$ cat config.mk
export PLATFORM = sky130hd
export DESIGN_NAME = thermal_protection_controller
export DESIGN_NICKNAME = d
export VERILOG_FILES = /design/src/rtl/tpc_pkg.sv /design/src/rtl/tpc_zone_check.sv /design/src/rtl/tpc_declock.sv /design/src/rtl/thermal_protection_controller.sv
export SDC_FILE = /design/constraint.sdc
export NUM_CORES = 1
export LEC_CHECK = 0
export BUFFER_PORTS_ARGS = -buffer_cell sky130_fd_sc_hd__buf_2
export CELL_PAD_IN_SITES_DETAIL_PLACEMENT = 1
export CELL_PAD_IN_SITES_GLOBAL_PLACEMENT = 2
export CORE_ASPECT_RATIO = 0.9
export CORE_UTILIZATION = 24
export DETAILED_ROUTE_END_ITERATION = 8
export GPL_TIMING_DRIVEN = 1
export MAX_ROUTING_LAYER = met4
export PLACE_DENSITY_LB_ADDON = 0.1
export SYNTH_ARGS = -nofsm -noshare
export SYNTH_HDL_FRONTEND = slang
export SYNTH_SLANG_ARGS = --single-unit
export TNS_END_PERCENT = 20
$ cat constraint.sdc
create_clock -name aclk -period 11.08 [get_ports aclk]
set_input_delay 1.108 -clock aclk [delete_from_list [all_inputs] [get_ports aclk]]
set_output_delay 1.108 -clock aclk [all_outputs]
set_load 0.01 [all_outputs]
$ cat src/rtl/tpc_pkg.sv
`timescale 1ns / 1ps
// ============================================================================
// Thermal protection controller package
// Shared types, register indexes and reset limits.
// ============================================================================
package tpc_pkg;

    localparam int TIME_BITS_DEF = 32;
    localparam int TEMP_W        = 8;
    localparam int STAMP_W       = 32;
    localparam int LIM_W         = 40;
    localparam int GRACE_W       = 16;
    localparam int IDX_W         = 2;
    localparam int S_DATA_W      = 40;
    localparam int M_DATA_W      = 8;

    // Limit register layout, most significant member first.
    typedef struct packed {
        logic [GRACE_W-1:0] grace;
        logic [TEMP_W-1:0]  safe;
        logic [TEMP_W-1:0]  concern;
        logic [TEMP_W-1:0]  crit;
    } lim_t;

    typedef enum logic [IDX_W-1:0] {
        REG_REBOOT    = 2'd0,
        REG_DEEPSLEEP = 2'd1,
        REG_DECLOCK   = 2'd2,
        REG_UNUSED    = 2'd3
    } reg_idx_t;

    typedef enum logic [1:0] {
        MODE_NORMAL  = 2'd0,
        MODE_SCALED  = 2'd1,
        MODE_MINIMAL = 2'd2,
        MODE_SPARE   = 2'd3
    } clk_mode_t;

    // Result of one zone check for one sample.
    typedef struct packed {
        logic req;
        logic zone;
    } zone_stat_t;

    localparam lim_t REBOOT_LIM_RST = '{grace: 16'd600, safe: 8'd110,
                                        concern: 8'd112, crit: 8'd120};
    localparam lim_t DEEPSLEEP_LIM_RST = '{grace: 16'd600, safe: 8'd100,
                                           concern: 8'd110, crit: 8'd115};
    localparam lim_t DECLOCK_LIM_RST = '{grace: 16'd60, safe: 8'd90,
                                         concern: 8'd100, crit: 8'd110};

endpackage

$ cat src/rtl/tpc_zone_check.sv
`timescale 1ns / 1ps
// ============================================================================
// Zone check with hysteresis
// Tracks one concern zone and its entry time, and raises a request on a
// critical sample or after the grace time spent in the zone.
// ============================================================================
module tpc_zone_check
    import tpc_pkg::*;
#(
    parameter int TIME_BITS = TIME_BITS_DEF
) (
    input  logic                 aclk,
    input  logic                 aresetn,
    input  logic                 step,
    input  lim_t                 lim,
    input  logic [TEMP_W-1:0]    temp,
    input  logic [TIME_BITS-1:0] now,
    output zone_stat_t           stat
);

    logic                 zone_reg, zone_next;
    logic [TIME_BITS-1:0] start_reg, start_next;
    logic [TIME_BITS-1:0] elapsed;
    logic                 req;

    always_comb begin
        zone_next  = zone_reg;
        start_next = start_reg;
        req        = 1'b0;
        if (lim.grace != '0) begin
            if (temp >= lim.crit) begin
                req = 1'b1;
            end else if (!zone_reg && temp >= lim.concern) begin
                zone_next  = 1'b1;
                start_next = now;
            end else if (zone_reg && temp < lim.safe) begin
                zone_next = 1'b0;
            end
        end
    end

    // Elapsed time wraps with the timestamp width.
    assign elapsed = now - start_next;

    assign stat.req  = req | ((lim.grace != '0) && zone_next &&
                              (elapsed >= TIME_BITS'(lim.grace)));
    assign stat.zone = zone_next;

    always_ff @(posedge aclk) begin
        if (!aresetn) begin
            zone_reg  <= 1'b0;
            start_reg <= '0;
        end else if (step) begin
            zone_reg  <= zone_next;
            start_reg <= start_next;
        end
    end

endmodule

$ cat src/rtl/tpc_declock.sv
`timescale 1ns / 1ps
// ============================================================================
// Declock check
// Steps the clock mode between normal, scaled and minimal, and steps back
// toward normal only after the grace time.
// ============================================================================
module tpc_declock
    import tpc_pkg::*;
#(
    parameter int TIME_BITS = TIME_BITS_DEF
) (
    input  logic                 aclk,
    input  logic                 aresetn,
    input  logic                 step,
    input  lim_t                 lim,
    input  logic [TEMP_W-1:0]    temp,
    input  logic [TIME_BITS-1:0] now,
    output clk_mode_t            mode,
    output logic                 changed
);

    clk_mode_t            mode_reg, mode_next;
    logic [TIME_BITS-1:0] start_reg, start_next;
    logic                 grace_done;

    assign grace_done = (now - start_reg) >= TIME_BITS'(lim.grace);

    always_comb begin
        mode_next  = mode_reg;
        start_next = start_reg;
        if (lim.grace != '0) begin
            if (temp >= lim.crit) begin
                mode_next  = MODE_MINIMAL;
                start_next = now;
            end else if (temp >= lim.concern) begin
                if (mode_reg == MODE_NORMAL) begin
                    mode_next = MODE_SCALED;
                end
                start_next = now;
            end else if (temp > lim.safe) begin
                if (mode_reg == MODE_MINIMAL) begin
                    if (grace_done) begin
                        mode_next  = MODE_SCALED;
                        start_next = now;
                    end
                end else begin
                    start_next = now;
                end
            end else if (mode_reg != MODE_NORMAL && grace_done) begin
                mode_next = MODE_NORMAL;
            end
        end
    end

    assign mode    = mode_next;
    assign changed = (mode_next != mode_reg);

    always_ff @(posedge aclk) begin
        if (!aresetn) begin
            mode_reg  <= MODE_NORMAL;
            start_reg <= '0;
        end else if (step) begin
            mode_reg  <= mode_next;
            start_reg <= start_next;
        end
    end

endmodule

$ cat src/rtl/thermal_protection_controller.sv
`timescale 1ns / 1ps
// ============================================================================
// Thermal protection controller
// Deep-sleep, reboot and declock checks with hysteresis on a sample stream.
// ============================================================================
//  Channel   Direction  Handshake              Payload
//  s_        in         s_tvalid / s_tready    temperature, now_seconds
//  m_        out        m_tvalid / m_tready    requests, zone bits, clock mode
//  cfg_      in         cfg_valid / cfg_ready  register index, 40-bit limits
//
//  One sample per cycle is accepted while the output is not stalled; each sample
//  passes through the input register and its result through the result register.
//  Reset restores the limit registers to their defaults and clears the zones,
//  start times and clock mode. A stalled result holds the pipeline, and the
//  input side stays ready while the result register can still move.
// ============================================================================
module thermal_protection_controller
    import tpc_pkg::*;
#(
    parameter int TIME_BITS = TIME_BITS_DEF
) (
    input  logic                aclk,
    input  logic                aresetn,
    input  logic                s_tvalid,
    output logic                s_tready,
    input  logic [S_DATA_W-1:0] s_tdata,   // temperature[7:0], now_seconds[39:8]
    output logic                m_tvalid,
    input  logic                m_tready,
    output logic [M_DATA_W-1:0] m_tdata,   // deepsleep_request[0], reboot_request[1],
                                           // deepsleep_zone_active[2],
                                           // reboot_zone_active[3], clock_mode[5:4],
                                           // clock_mode_changed[6], zero[7]
    input  logic                cfg_valid,
    output logic                cfg_ready,
    input  logic [IDX_W-1:0]    cfg_index,
    input  logic [LIM_W-1:0]    cfg_data
);

    lim_t reboot_lim_reg, deepsleep_lim_reg, declock_lim_reg;

    logic                in_valid_reg;
    logic [TEMP_W-1:0]   in_temp_reg;
    logic [STAMP_W-1:0]  in_now_reg;
    logic                out_valid_reg;
    logic [M_DATA_W-1:0] out_data_reg, out_data_next;

    logic                 advance;
    logic [TIME_BITS-1:0] now_ext;
    zone_stat_t           ds_stat, rb_stat;
    clk_mode_t            mode;
    logic                 mode_changed;

    assign cfg_ready = 1'b1;

    always_ff @(posedge aclk) begin
        if (!aresetn) begin
            reboot_lim_reg    <= REBOOT_LIM_RST;
            deepsleep_lim_reg <= DEEPSLEEP_LIM_RST;
            declock_lim_reg   <= DECLOCK_LIM_RST;
        end else if (cfg_valid) begin
            unique case (reg_idx_t'(cfg_index))
                REG_REBOOT:    reboot_lim_reg    <= cfg_data;
                REG_DEEPSLEEP: deepsleep_lim_reg <= cfg_data;
                REG_DECLOCK:   declock_lim_reg   <= cfg_data;
                default: ;
            endcase
        end
    end

    // The sample in the input register is processed when the result register
    // is free or is being emptied in this cycle.
    assign advance  = in_valid_reg && (!out_valid_reg || m_tready);
    assign s_tready = !in_valid_reg || advance;

    always_ff @(posedge aclk) begin
        if (!aresetn) begin
            in_valid_reg <= 1'b0;
        end else if (s_tready) begin
            in_valid_reg <= s_tvalid;
        end
    end

    always_ff @(posedge aclk) begin
        if (s_tvalid && s_tready) begin
            in_temp_reg <= s_tdata[TEMP_W-1:0];
            in_now_reg  <= s_tdata[TEMP_W +: STAMP_W];
        end
    end

    assign now_ext = TIME_BITS'(in_now_reg);

    tpc_zone_check #(
        .TIME_BITS (TIME_BITS)
    ) u_deepsleep (
        .aclk    (aclk),
        .aresetn (aresetn),
        .step    (advance),
        .lim     (deepsleep_lim_reg),
        .temp    (in_temp_reg),
        .now     (now_ext),
        .stat    (ds_stat)
    );

    tpc_zone_check #(
        .TIME_BITS (TIME_BITS)
    ) u_reboot (
        .aclk    (aclk),
        .aresetn (aresetn),
        .step    (advance),
        .lim     (reboot_lim_reg),
        .temp    (in_temp_reg),
        .now     (now_ext),
        .stat    (rb_stat)
    );

    tpc_declock #(
        .TIME_BITS (TIME_BITS)
    ) u_declock (
        .aclk    (aclk),
        .aresetn (aresetn),
        .step    (advance),
        .lim     (declock_lim_reg),
        .temp    (in_temp_reg),
        .now     (now_ext),
        .mode    (mode),
        .changed (mode_changed)
    );

    assign out_data_next = {1'b0, mode_changed, mode, rb_stat.zone, ds_stat.zone,
                            rb_stat.req, ds_stat.req};

    always_ff @(posedge aclk) begin
        if (!aresetn) begin
            out_valid_reg <= 1'b0;
        end else if (advance) begin
            out_valid_reg <= 1'b1;
        end else if (m_tready) begin
            out_valid_reg <= 1'b0;
        end
    end

    always_ff @(posedge aclk) begin
        if (advance) begin
            out_data_reg <= out_data_next;
        end
    end

    assign m_tvalid = out_valid_reg;
    assign m_tdata  = out_data_reg;

endmodule
# Word-level counts from Yosys, hierarchy flattened
# Cells that the tools add are included.
# W data, S select, Z words.
# totals
regBits,269
output_inout_bits,11
elab_cells,107
# op_classes
add_sub_neg,3
magnitude_cmp,12
eq_ne,5
n_mux,33
bitwise,2
n_reduce_logical,29
# op_table
op,count
$mux W32,11
$ge A32 B16 Y1,3
$sub A32 B32 Y32,3
$ge A8 B8 Y1,6
$reduce_bool A16 Y1,3
$lt A8 B8 Y1,2
$mux W2,8
$mux W1,14
$logic_and A1 B1 Y1,11
$gt A8 B8 Y1,1
$reduce_and A2 Y1,3
$eq A2 B2 Y1 const B,2
$logic_not A1 Y1,4
$logic_not A2 Y1,2
$ne A4 B1 Y1 const B,1
$reduce_and A4 Y1,1
$reduce_bool A2 Y1,2
$reduce_bool A3 Y1,1
$eq A2 B1 Y1 const B,1
$logic_or A1 B1 Y1,2
$ne A2 B2 Y1,1
$or A1 B1 Y1,2

# Longest topological paths before layout
# Gate-level depths: netlist of the first run.
# depth
depth_word,9
ltp_mapped,33
ltp_nobuf,31

# By module
# From an unflattened synthesis of the first run, not the netlist that was laid out.
# unflattened
hier_cells,2233
area_unflattened_um2,19348.6
# modules_own_cells
mod,n_inst,cells_per_inst,area_per_inst_um2
thermal_protection_controller,1,520,6198.4
tpc_declock,1,621,4604.4
tpc_zone_check at u_deepsleep,1,547,4289.1
tpc_zone_check at u_reboot,1,545,4256.6

# Worst setup path after synthesis of the first run
# No wires, ideal clock.
# synth_timing
path_type,reg2reg
start,register in_temp_reg[5]
end,"register out_data_reg[0], in the netlist m_tdata[0] (data pin)"
arrival_time_ps,6245
path_slack_ps,4560
stages_incl_launch_ff,28
cell_sequence,edfxtp_1 > ha_1 > a2111oi_0 > a21oi_1 > nor4b_1 > clkbuf_1 > clkbuf_1 > mux2i_1 > ha_1 > a21o_1 > o21ai_0 > a31oi_1 > a41oi_1 > o21ai_0 > a21o_1 > a21oi_1 > xnor2_1 > ha_1 > a21oi_1 > o221ai_1 > a311oi_1 > nand4_1 > a2111oi_0 > nand2_1 > a31oi_1 > o2111ai_1 > nor4_1 > a41oi_1
# synth_rtl
item,line,rtl
start: declaration,thermal_protection_controller.sv:42,logic [TEMP_W-1:0] in_temp_reg;
start signal: assignment,thermal_protection_controller.sv:85,in_temp_reg <= s_tdata[TEMP_W-1:0];
end signal: assignment,thermal_protection_controller.sv:144,out_data_reg <= out_data_next;
end: declaration,thermal_protection_controller.sv:45,"logic [M_DATA_W-1:0] out_data_reg, out_data_next;"

==> impl_metrics.py, run 1 <==
metrics = {
    "status": {
        "outcome": "finished, final reports clean",
    },
    "critical_path": {
        "path_max_fanout": 36,
        "endpoint_kind": "flop",
        "cp_num_buf_inv": 1,
        "reg2regPathDepth": 26,
        "rr_startpoint": "in_temp_reg[5]",
        "critPathRequiredTime_ns": 11.38,
        "cp-startpoint": "in_temp_reg[5]",
        "critPathArrivalTime_ns": 7.82,
        "ff2ff_setup_slack_ns": 3.56,
        "worstSetupStartpointType": "flop",
        "path_class": "reg2reg",
        "endpoint": "m_tdata[0]",
        "cp_top_family": "compound AO/OA/AOI/OAI gates",
        "r2r_end": "m_tdata[0]",
        "max_stage_delay_ns": 0.58,
        "worstSetupPathDepth": 26,
        "critPathSlowestCell": "edfxtp_1",
    },
    "min_path": {
        "hp-class": "reg2reg",
    },
    "power": {
        "pwr-share-clk_pct": 39.3,
        "p_per_area_nw_per_um2": 157,
        "p_comb_share_pct": 28.0,
        "p_sw_mw": 1.13,
        "leakage_nw": 9.25,
        "p_int_mw": 2.23,
        "peakVddDrop_v": 0.000108,
        "seq_power_share_pct": 32.7,
        "switching_share_pct": 33.7,
    },
    "layout": {
        "multi_input_area_um2": 11600,
        "final_nets": 2556,
        "drive_gt1_share_pct": 9.29,
        "instances_no_fill": 3313,
        "num-fill-cells": 8948,
        "syn2layout_area_growth_pct": 15.6,
        "seq_area_um2": 5860,
    },
    "logic_synthesis": {
        "yosysTopAreaCellShare_pct": 24.0,
        "synth_top_family_by_area": "compound AO/OA/AOI/OAI gates",
        "yosysUniqueCellTypes": 78,
        "synthesis.area_um2": 18500,
        "syn_nets": 2505,
        "muxShareOfSynthArea_pct": 5.31,
        "ys.flop_type": "dfxtp_1",
        "ys_async_sr_fraction_pct": 0,
        "syn_inst": 2200,
        "yosysMostFrequentCell": "nand2_1",
        "synthAdderAreaFrac_pct": 14.8,
        "ys_seq_elements": 269,
        "ys_seq_area_share_pct": 31.6,
        "synth_edf_count": 47,
        "synth_area_leaders": "dfxtp_1 24%, ha_1 15%, nand2_1 8.3%",
        "post-synth-top-area-cell": "dfxtp_1",
        "synth_xor_area_share_pct": 2.98,
        "synthTopCellsByCount": "409 x nand2_1, 222 x dfxtp_1, 215 x ha_1",
        "synth-simple-area-share_pct": 16.3,
        "synth-compound-area-share_pct": 23.1,
        "postSynthAreaPerCell_um2": 8.43,
        "ys_warn_count": 0,
    },
    "placed_design": {
        "dp.cells": 3240,
        "pre_cts_slack_ns": 3.44,
        "hpwlAfterDp_um": 51600,
        "io_buffers": 95,
        "gp_congestion": 0.799,
    },
    "sta": {
        "maxSlewHeadroom_pct": 23.3,
        "fin_crit_ns": 7.52,
        "setup_viol": 0,
        "fmax_mhz": 133,
        "worst_slack_ns": 3.56,
        "hold_viol_final": 0,
        "rsz0062_at_grt": "no",
        "worstMarginPinSlew_ns": 1.15,
        "tns_ns": 0,
        "slew_viol_final": 0,
        "whs_ns": 0.457,
        "period_share_pct": 67.9,
        "skew_ns": 0.0366,
    },
    "drt": {
        "vias_per_cell": 4.82,
        "drt_iter0_markers": 737,
        "dr.pass1.iters": 4,
        "vias": 16000,
        "drc": 0,
        "wirelength_um": 66900,
        "post_drt_wl_per_cell_um": 20.2,
        "drtAntennaViolNets": 0,
    },
    "floorplan": {
        "initial_core_util_pct": 24.3,
        "die_h_um": 266,
        "die_w_um": 295,
        "dieArea_um2": 78300,
        "placementRows": 96,
        "coreArea_um2": 76300,
        "pin_count": 98,
    },
    "clocking": {
        "cts_root_buf": "clkbuf_16",
        "clkLatencyLatePin_ns": 0.58,
        "hold_buffers": 0,
        "postCtsResizedCells": 0,
        "cts_buffer_depth": 3,
        "numCtsBuffers": 38,
        "cts_num_sinks": 269,
        "cts_tree": "done",
        "cts_setup_buffers": 0,
        "h-tree-depth": 2,
        "path_clk_slew_ns": 0.06,
    },
    "global_route": {
        "overflow": 0,
        "grt_max_degree": 93,
        "track_usage_pct": 17.6,
        "grt_pass1_vias": 16500,
        "antenna_found_initial": 4,
        "grt_pass1_wl_um": 102000,
    },
    "flow_run": {
        "drv_cap": 0,
    },
}
routing by layer:
metal  vias to the layer above  global-route usage, %  wire length, um
met5                         -                      -                0
met4                         0                   3.15              820
met3                        46                   1.84             1400
met2                       131                   25.6            27600
met1                      7848                   26.1            37000
li1                       7958                      -                -
worst min path at each step:
stage                                  from                       to  slack [ns]  depth (start not counted)
floorplan           u_declock.start_reg[10]  u_declock.start_reg[10]        0.43                          2
global placement    u_declock.start_reg[13]  u_declock.start_reg[13]        0.44                          2
detailed placement   u_declock.start_reg[6]   u_declock.start_reg[6]        0.45                          2
CTS                 u_declock.start_reg[11]  u_declock.start_reg[11]        0.46                          2
global route         u_declock.start_reg[3]   u_declock.start_reg[3]        0.47                          2
finish              u_declock.start_reg[18]  u_declock.start_reg[18]        0.46                          2
cell type report:
cell class	count	area share, %
Multi-Input combinational cell	1653	54.3
Inverter	172	3.02
Antenna cell	3	0.0350
Sequential cell	269	27.3
Timing Repair Buffer	117	3.03
Clock inverter	24	1.46
Clock buffer	46	4.86
Tap cell	1029	6.01
kinds of logic (layout without fill, tap and decap cells):
family	Yosys count	count (layout)
flops	269	269
compound gates	596	596
other cells	2	5
simple gates	676	676
buf+inv	278	359
mux	98	98
fa+ha+maj	218	218
xor+xnor	63	63
worst min-delay path, delay by kind of cell (launching register included):
family | cells | cell delay [ns]
AND/OR/NAND/NOR | 1 | 0.05
multiplexers | 1 | 0.05
flip-flops | 1 | 0.30
power groups by stage:
stage,Clock (mW),Combinational [mW],Sequential (mW)
6_report,1.32,0.943,1.10
5_1_grt,1.41,1.07,1.10
4_1_cts,1.37,0.959,1.10
3_5_place_dp,0,0.954,1.12
3_3_place_gp,0,0.941,1.12
2_1_floorplan,0,0.680,1.10
stage by stage:
step                power (mW)  utilization [%]  instance area, um^2
global placement          2.06             26.3                20100
CTS                       3.43             28.1                21400
detailed placement        2.07             26.3                20100
finish                    3.36             28.1                21400
global route              3.58             28.1                21400
floorplan                 1.78                -                18500
layout by cell type, fill, tap and decap left out, drive strengths merged, types with 39 or more instances in the layout:
cell type,Yosys,layout
a21boi,82,82
a21o,51,51
a21oi,111,111
buf,16,116
clkbuf,90,47
dfxtp,222,222
edfxtp,47,47
ha,215,215
inv,172,175
mux2i,95,95
nand2,409,409
nor2,69,69
o211a,65,65
o211ai,62,62
o21ai,81,81
xnor2,39,39
(Power assumes the default switching activity.)
==> run 2: changes to the inputs <==
clock period = 7 ns   (was 11.08 ns; I/O delays follow)
==> run 2 against run 1 <==
  * Largest power group unchanged
  * Count of clock-buffer cells in the layout is 7 higher
  * Total power is 57% higher
  * Register-to-register slack worse by 3.1 ns
  * Sequential cell count stayed put
==> impl_metrics.py, run 2 (synthesis results as in run 1) <==
metrics = {
    "critical_path": {
        "path_class": "reg2reg",
        "cp-startpoint": "in_temp_reg[0]",
        "endpoint_kind": "flop",
        "r2r_end": "m_tdata[1]",
        "critPathArrivalTime_ns": 6.85,
        "max_stage_delay_ns": 0.44,
        "crit_top_cell": "ha_1",
        "rr_startpoint": "in_temp_reg[0]",
        "critPathSlowestCell": "or3_1",
        "worstSetupStartpointType": "flop",
        "critPathRequiredTime_ns": 7.29,
        "reg2regPathDepth": 29,
        "ff2ff_setup_slack_ns": 0.44,
        "endpoint": "m_tdata[1]",
        "path_max_fanout": 7,
    },
    "floorplan": {
        "coreArea_um2": 76300,
        "die_h_um": 266,
        "placementRows": 96,
        "pin_count": 98,
        "die_w_um": 295,
        "dieArea_um2": 78300,
        "initial_core_util_pct": 24.3,
    },
    "placed_design": {
        "pre_cts_slack_ns": 0.0979,
        "io_buffers": 95,
        "gp_congestion": 0.810,
        "hpwlAfterDp_um": 52800,
    },
    "layout": {
        "fin_util_pct": 28.6,
        "syn2layout_area_growth_pct": 17.5,
        "final_nets": 2591,
        "mostFrequentLayoutCell": "nand2_1",
        "drive_gt1_share_pct": 11.5,
        "layout_common_cells": "409 x nand2_1, 222 x dfxtp_1, 215 x ha_1, 170 x inv_1, 104 x a21oi_1",
        "num-fill-cells": 8946,
    },
    "drt": {
        "vias": 16100,
        "drt_iter0_markers": 715,
        "top_layer": "met4",
        "wl_met2_um": 26900,
        "post_drt_wl_per_cell_um": 20.2,
        "wirelength_met1_um": 37700,
        "met3_length_um": 1680,
        "drtAntennaViolNets": 0,
        "vias_per_cell": 4.81,
        "wirelength_um": 67500,
        "dr.pass1.iters": 6,
        "drc": 0,
    },
    "clocking": {
        "hold_buffers": 0,
        "clkLatencyLatePin_ns": 0.57,
        "cts_num_sinks": 269,
        "path_clk_slew_ns": 0.06,
        "cts_buffer_depth": 3,
        "cts_root_buf": "clkbuf_16",
        "cts_tree": "done",
        "numCtsBuffers": 38,
        "h-tree-depth": 2,
    },
    "global_route": {
        "grt_max_degree": 118,
        "grt_pass1_vias": 16700,
        "overflow": 0,
        "grt_pass1_wl_um": 103000,
        "track_usage_pct": 17.7,
        "antenna_found_initial": 6,
    },
    "status": {
        "outcome": "finished, final reports clean",
    },
    "sta": {
        "skew_ns": 0.0274,
        "slew_viol_final": 0,
        "fin_crit_ns": 6.56,
        "tns_ns": 0,
        "worst_slack_ns": 0.441,
        "maxSlewHeadroom_pct": 28.2,
        "hold_viol_final": 0,
        "worstMarginPinSlew_ns": 1.08,
        "period_share_pct": 93.7,
        "setup_viol": 0,
        "fmax_mhz": 152,
    },
    "power": {
        "p_per_area_nw_per_um2": 242,
        "peakVddDrop_v": 0.000124,
        "p_total_mw": 5.28,
        "leakage_nw": 9.41,
    },
    "flow_run": {
        "drv_cap": 0,
    },
    "min_path": {
        "hp-class": "in2reg",
    },
}
-- run 2: area by class of cell --
| type | instances | area [um^2] | area share [%] |
|---|---|---|---|
| flip-flops and latches | 269 | 5860 | 26.9 |
| well taps | 1029 | 1290 | 5.91 |
| clock inverters | 15 | 159 | 0.729 |
| diodes | 1 | 2.50 | 0.0115 |
| clock buffers | 53 | 1090 | 5.00 |
| repair buffers | 152 | 975 | 4.47 |
| inverters | 172 | 651 | 2.99 |
| multi-input cells | 1653 | 11800 | 54.0 |
-- run 2: critical path, delay by kind of cell, from the launching register on --
kind,cells,cell delay [ns]
XOR/XNOR,1,0.14
flip-flops,1,0.43
adder cells (fa/ha/maj),3,0.80
AND/OR/NAND/NOR,7,1.82
multiplexers,1,0.21
AO/OA/AOI/OAI,15,2.50
buffers and inverters,2,0.36
-- run 2: per-layer routing --
| metal | GRT usage (%) | vias to the layer above |
|---|---|---|
| met5 | - | - |
| met4 | 3.52 | 0 |
| met3 | 1.85 | 65 |
| met2 | 24.8 | 173 |
| met1 | 26.8 | 7809 |
| li1 | - | 8028 |
-- run 2: repair_timing --
action / in CTS / in global routing
hold endpoints to repair: 0 / 0
buffers inserted: 0 / 8
resized for setup: 0 / 44
endpoints found under the setup margin: 0 / 2
-- run 2: worst min-delay path by stage --
stage | from | end | slack (ns) | cells after the start
finish | s_tdata[0] | in_temp_reg[0] | 0.30 | 1
global route | s_tdata[6] | in_temp_reg[6] | 0.28 | 1
global placement | u_declock.start_reg[2] | u_declock.start_reg[2] | 0.44 | 2
floorplan | u_declock.start_reg[10] | u_declock.start_reg[10] | 0.43 | 2
CTS | s_tdata[0] | in_temp_reg[0] | 0.26 | 1
detailed placement | u_declock.start_reg[12] | u_declock.start_reg[12] | 0.45 | 2
-- run 2: power by group --
part / total, mW / switching [mW] / leakage [nW] / internal [mW]
logic: 1.58 / 0.935 / 6.51 / 0.648
registers: 1.73 / 0.0695 / 2.27 / 1.66
clock network: 1.96 / 0.792 / 0.619 / 1.17
-- run 2: through the flow --
stage | instances | hold WS, ns | instance area (um^2)
after detailed placement | 3265 | 0.447 | 20300
after floorplan | 2200 | 0.435 | 18500
final | 3344 | 0.301 | 21800
after CTS | 3333 | 0.256 | 21500
after global routing | 3344 | 0.278 | 21800
after global placement | 3265 | 0.443 | 20300
